--- src/rtl/piea_pkg.sv ---
// Shared types, codes and elaboration-time helpers for the positional insert/erase array.
// Used by every module of the block; depends on nothing.

package piea_pkg;

    localparam int WORD_W     = 64;
    localparam int CMD_W      = 3;
    localparam int POS_W      = 7;
    localparam int FILL_W     = 7;
    localparam int STATUS_W   = 2;
    localparam int OP_W       = 2;

    // Stream payload layout: 74 used bits, padded to 80.
    localparam int IN_TDATA_W  = 80;
    localparam int OUT_TDATA_W = 80;
    localparam int IN_USED_W   = CMD_W + POS_W + WORD_W;
    localparam int OUT_USED_W  = WORD_W + FILL_W + 1 + STATUS_W;
    localparam int IN_PAD_W    = IN_TDATA_W - IN_USED_W;
    localparam int OUT_PAD_W   = OUT_TDATA_W - OUT_USED_W;

    localparam logic [CMD_W-1:0] CMD_APPEND = 3'd0;
    localparam logic [CMD_W-1:0] CMD_REMOVE = 3'd1;
    localparam logic [CMD_W-1:0] CMD_INSERT = 3'd2;
    localparam logic [CMD_W-1:0] CMD_ERASE  = 3'd3;
    localparam logic [CMD_W-1:0] CMD_READ   = 3'd4;

    localparam logic [STATUS_W-1:0] ST_OK     = 2'd0;
    localparam logic [STATUS_W-1:0] ST_EMPTY  = 2'd1;
    localparam logic [STATUS_W-1:0] ST_FULL   = 2'd2;
    localparam logic [STATUS_W-1:0] ST_BADPOS = 2'd3;

    localparam logic [OP_W-1:0] OP_HOLD   = 2'd0;
    localparam logic [OP_W-1:0] OP_INSERT = 2'd1;
    localparam logic [OP_W-1:0] OP_ERASE  = 2'd2;

    // Fan-in of each node of the registered read-out tree.
    localparam int TREE_FANIN = 8;

    typedef struct packed {
        logic [OP_W-1:0]   op;
        logic [WORD_W-1:0] value;
    } t_cell_ctl;

    // Number of nodes at a given level of the read-out tree (level 0 is the cells).
    function automatic int tree_nodes(input int leaves, input int level);
        int n;
        n = leaves;
        for (int l = 0; l < level; l++) begin
            n = (n + TREE_FANIN - 1) / TREE_FANIN;
        end
        return n;
    endfunction

    // Number of registered levels needed to fold all leaves into one node.
    function automatic int tree_levels(input int leaves);
        int n;
        int l;
        n = leaves;
        l = 0;
        while (n > 1) begin
            n = (n + TREE_FANIN - 1) / TREE_FANIN;
            l = l + 1;
        end
        return l;
    endfunction

    // Position of the first node of a level in the flat node array (levels from 1).
    function automatic int tree_offset(input int leaves, input int level);
        int s;
        s = 0;
        for (int l = 1; l < level; l++) begin
            s = s + tree_nodes(leaves, l);
        end
        return s;
    endfunction

endpackage

--- src/rtl/piea_cell.sv ---
// One storage cell of the insert/erase chain: a 64-bit word that takes its own value,
// the new word, or a neighbor's word. Depends on piea_pkg.

module piea_cell #(
    parameter int DEPTH = 64,
    parameter int IDX   = 0
) (
    input  logic                        i_clk,
    input  logic                        i_rst_n,
    input  piea_pkg::t_cell_ctl         i_ctl,
    input  logic [$clog2(DEPTH)-1:0]    i_pos,
    input  logic [$clog2(DEPTH)-1:0]    i_rd_pos,
    input  logic [piea_pkg::WORD_W-1:0] i_left,
    input  logic [piea_pkg::WORD_W-1:0] i_right,
    output logic [piea_pkg::WORD_W-1:0] o_word,
    output logic [piea_pkg::WORD_W-1:0] o_rd_word
);
    import piea_pkg::*;

    localparam int IW = $clog2(DEPTH);
    localparam logic [IW-1:0] IDX_V = IW'(IDX);

    logic [WORD_W-1:0] r_word;
    logic [WORD_W-1:0] n_word;

    always_comb begin
        n_word = r_word;
        case (i_ctl.op)
            OP_INSERT: begin
                if (IDX_V > i_pos) begin
                    n_word = i_left;
                end else if (IDX_V == i_pos) begin
                    n_word = i_ctl.value;
                end
            end
            OP_ERASE: begin
                if (IDX_V >= i_pos) begin
                    n_word = i_right;
                end
            end
            default: begin
                n_word = r_word;
            end
        endcase
    end

    always_ff @(posedge i_clk) begin
        if (!i_rst_n) begin
            r_word <= '0;
        end else begin
            r_word <= n_word;
        end
    end

    assign o_word    = r_word;
    assign o_rd_word = (IDX_V == i_rd_pos) ? r_word : '0;

endmodule

--- config.mk ---
export PLATFORM = sky130hd
export DESIGN_NAME = piea_cell
export DESIGN_NICKNAME = d
export VERILOG_FILES = /design/src/rtl/piea_pkg.sv /design/src/rtl/piea_cell.sv
export SDC_FILE = /design/constraint.sdc
export NUM_CORES = 1
export LEC_CHECK = 0
export BUFFER_PORTS_ARGS = -buffer_cell sky130_fd_sc_hd__buf_2
export CAP_MARGIN = 20
export CORE_AREA = 4 4 128 130
export DETAILED_ROUTE_END_ITERATION = 7
export DIE_AREA = 0 0 132 134
export PLACE_DENSITY_LB_ADDON = 0.25
export SLEW_MARGIN = 25
export SYNTH_ARGS = -nofsm -noshare
export SYNTH_HDL_FRONTEND = slang
export SYNTH_SLANG_ARGS = --single-unit
--- constraint.sdc ---
create_clock -name i_clk -period 2.1 [get_ports i_clk]
set_clock_uncertainty 0.15 [all_clocks]
set_input_delay 0 -clock i_clk [delete_from_list [all_inputs] [get_ports i_clk]]
set_output_delay 0 -clock i_clk [all_outputs]
set_load 0.05 [all_outputs]
### Yosys cells after proc, flatten, opt, wreduce, memory -nomap -nowiden

Index checks and enable logic that the tools add are counted.

| storage, ports and cells | value |
|---|---|
| input bits | 208 |
| flip-flop bits (word level) | 64 |

| operators by class | value |
|---|---|
| reduce and logical (&&, ||, !) cells | 4 |
| $lt $le $gt $ge | 2 |
| equality and inequality tests | 4 |
| mux-type cells | 5 |

Operator list:

| cell | number |
|---|---|
| $mux W64 | 4 |
| $pmux W64 S2 | 1 |
| $logic_not A6 Y1 | 2 |
| $ge A1 B6 Y1 const A | 1 |
| $gt A1 B6 Y1 const A | 1 |
| $ne A3 B3 Y1 const B | 1 |
| $reduce_and A3 Y1 | 1 |
| $eq A2 B1 Y1 const B | 1 |
| $eq A2 B2 Y1 const B | 1 |
| $ne A2 B2 Y1 const B | 1 |
| $reduce_bool A2 Y1 | 1 |

### Logic depth before layout (Yosys ltp)

| depth | value |
|---|---|
| word-level depth | 4 |
| gate-level depth with buffers | 7 |

### Worst setup path after synthesis

OpenSTA, ideal clock, no wires.

| path | value |
|---|---|
| path type | input-to-reg |
| start point | input i_ctl[64] in the netlist's numbering |
| end point | register r_word[0] (netlist: o_word[0]) |
| cell stages on the path | 7 |
| data arrival time | 1589 ps |
| path slack | 290 ps |
| required time | 1878 ps |
| setup time | 72 ps |
| cells stage by stage | inv_1 ha_1 or4_4 o41ai_2 buf_6 buf_12 mux2i_1 |

| between the ends | value |
|---|---|
| word-level cells in the longest chain between the ends | 3 |
| elaborated cells between the ends (all ways) | 7 |
| those cells by class | eq/ne (4); mux (1); reduce/logical (2) |

Ends and longest elaborated chain:

| what | line | source |
|---|---|---|
| from (decl) | piea_cell.sv:10 | `input piea_pkg::t_cell_ctl i_ctl,` |
| $eq A2 B1 Y1 or $eq A2 B2 Y1 (tied branches) | piea_cell.sv:28 | `case (i_ctl.op)` |
| $ne A3 B3 Y1 (no source line) (tied with other cells) | - |  |
| $reduce_and A3 Y1 (no source line) | - |  |
| to (signal assigned) | piea_cell.sv:51 | `r_word <= n_word;` |
| to (decl) | piea_cell.sv:23 | `logic [WORD_W-1:0] r_word;` |

Parallel ways exist; a longest one is shown, timed or not.
A chain may end at the register's enable or synchronous reset.

### Worst setup path after layout

| path | value |
|---|---|
| start point | input i_rd_pos[2] |
| end point | output o_rd_word[54] in the netlist's numbering |

| between the ends | value |
|---|---|
| word-level cells in the longest chain between the ends | 2 |

Ends and longest elaborated chain:

| what | line | source |
|---|---|---|
| from (decl) | piea_cell.sv:12 | `input logic [$clog2(DEPTH)-1:0] i_rd_pos,` |
| $logic_not A6 Y1 | piea_cell.sv:56 | `assign o_rd_word = (IDX_V == i_rd_pos) ? r_word : '0;` |
| $mux W64 | piea_cell.sv:56 |  |
| to (decl) | piea_cell.sv:16 | `output logic [piea_pkg::WORD_W-1:0] o_rd_word` |

No other way between the ends.

==> flow_metrics.py <==
metrics = {
    "cells_and_area": {
        "final_cell_mix": "buf_2, dlygate4sd3_1",
        "largest_register_ff_count": 64,
        "drive_above_1_share_pct": 36.6,
        "nets": 1024,
        "fillerInstances": 1429,
        "area.growth.synth_to_final_pct": 80.9,
        "fin_util_pct": 45.3,
        "mostFrequentLayoutCell": "buf_2",
    },
    "critical_path": {
        "critPathMostFrequentCell": "buf_2",
        "required_ns": 1.95,
        "critPathMaxStageDelay_ns": 0.58,
        "path_max_fanout": 31,
        "cp.arrival_ns": 1.65,
        "cp_cell_sequence": "buf_2, or4_1, nor3_4, buf_4, and2_1, buf_2",
        "worstSetupStartpointType": "input port",
        "path_class": "input port to output port",
        "worst_setup_path_end_kind": "output port",
        "cp_slowest_cell": "or4_1",
    },
    "detailed_routing": {
        "viasPerCell": 4.39,
        "vias": 4434,
        "drt_pass1_iterations": 4,
        "drc_errors": 0,
        "detail-route-antenna-nets": 0,
        "wl_per_cell_um": 13.1,
        "wl_um": 13200,
        "drt_iter0_markers": 94,
    },
    "placement": {
        "port_buffers": 271,
        "dpl.hpwl_um": 8880,
        "place.gp.congestion": 0.727,
    },
    "floorplanning": {
        "coreArea_um2": 15100,
        "die_area_um2": 17700,
        "die_y_um": 134,
        "io_pins": 336,
        "start_util_pct": 25.0,
        "die_w_um": 132,
        "fp-row-count": 45,
    },
    "flow_run": {
        "cap_violations": 0,
    },
    "clocking": {
        "cts_buffers": 9,
        "ctsRootBufferMaster": "clkbuf_16",
        "cts_tree": "done",
        "clk_latency_ns": 0.32,
        "ctsResizeCount": 0,
        "hold_buffers": 128,
        "numClockSinks": 64,
        "h-tree-depth": 3,
        "path_clk_slew_ns": 0.05,
        "post-cts-setup-buffer-count": 0,
        "cts_buffer_depth": 2,
    },
    "yosys": {
        "synthTopCellsByArea": "dfxtp_1, mux2i_1, o211ai_1, and2_1, nand2b_1",
        "synth_sequential_area_ratio_pct": 33.8,
        "yosys.cell_types.count": 18,
        "ys_ff_latch": 64,
        "synth_area_um2": 3790,
        "avgSynthCellArea_um2": 8.74,
        "ys_warn_count": 0,
        "synthCells": 434,
        "yosys.area.top_type_share_pct": 33.8,
        "syn_nets": 644,
        "yosysTopAreaCell": "dfxtp_1",
    },
    "global_routing": {
        "antenna_found_initial": 3,
        "grtUsageTotal_pct": 14.6,
        "grt_pass1_vias": 4507,
        "grt_max_degree": 129,
        "globalRouteOverflowTotal": 0,
        "grt_pass1_wl_um": 21500,
    },
    "sta": {
        "rsz0062_at_grt": "no",
        "fin_tns_setup_ns": 0,
        "finalSetupViolations": 0,
        "final-hold-violation-count": 0,
        "slew_headroom_pct": 65.3,
        "period_share_pct": 85.9,
        "fmax_mhz": 555,
        "tightest_slew_ns": 0.521,
        "slew_viol_final": 0,
        "period_needed_ns": 1.80,
        "timing.hold.ws_ns": 0.127,
    },
    "status": {
        "status": "finished clean",
    },
    "power_and_ir_drop": {
        "power_leakage_nw": 3.18,
        "finalPower_mw": 4.00,
        "p_per_area_nw_per_um2": 583,
        "worst_ir_drop_vdd_mv": 0.325,
    },
    "min_path": {
        "hold_class": "input port to flip-flop",
    },
}
==> layout make-up <==
cell class	instances	area (µm²)	share of cell area, %
tap	188	235	3.43
timing repair buffer	410	2800	40.8
clock buffer	12	246	3.59
inverter	2	7.51	0.109
antenna	2	5.00	0.0729
sequential	64	1280	18.7
clock inverter	4	20.0	0.292
multi-input combinational	327	2270	33.0
==> metrics by stage <==
stage,setup slack (ns),std cells,area [µm²]
after floorplan,0.290,434,3790
after global placement,0.0742,863,5310
after detailed placement,0.0177,863,5310
after CTS,0.294,1007,6860
after global routing,0.208,1008,6860
final,0.297,1009,6860
==> worst paths after layout <==
kind                      startpoint  slack, ns  cells past startpoint                 endpoint
max                      i_rd_pos[2]       0.30                      6            o_rd_word[54]
min                          i_rst_n       0.13                      4  o_word[19]$_SDFFE_PN0P_
max reg2reg  o_word[25]$_SDFFE_PN0P_       1.27                      2  o_word[25]$_SDFFE_PN0P_
min reg2reg  o_word[31]$_SDFFE_PN0P_       0.32                      2  o_word[31]$_SDFFE_PN0P_
==> logic make-up after synthesis <==
group                      share of synthesized area (%)
AOI/OAI and AO/OA                                   13.1
and+or+nand+nor                                     28.5
buffers and inverters                               7.06
DFF                                                 33.8
adders and majority gates                          0.660
muxes                                               16.9
==> power by group <==
group	internal, mW	switching, mW	leakage [nW]
Combinational	0.544	0.717	2.51
Sequential	1.32	0.0809	0.525
Clock	0.822	0.516	0.136
==> metal layers <==
layer	GRT usage [%]	routed length (µm)	vias up	part of all wire, %
met3	3.75	876	23	6.6
met1	15.9	5180	2007	39
met5	0	19	-	0.14
met4	6.01	325	2	2.5
li1	-	-	2240	-
met2	26.8	6830	162	52
==> worst max-delay path: cells and delay by family <==
kind	cells	cell delay (ns)
AND/OR/NAND/NOR	3	0.96
buffers and inverters	3	0.68
==> synth_stat cells <==
library cell	n
o211ai_1	64
nand2_1	64
or4_1	1
ha_1	2
buf_2	1
clkbuf_1	28
buf_1	5
or4_4	1
inv_1	2
dfxtp_1	64
nand2b_1	64
and2_1	64
buf_6	1
or3_1	1
buf_12	6
mux2i_1	64
o41ai_2	1
nor3_4	1
Power figures use the tool's default switching activity.
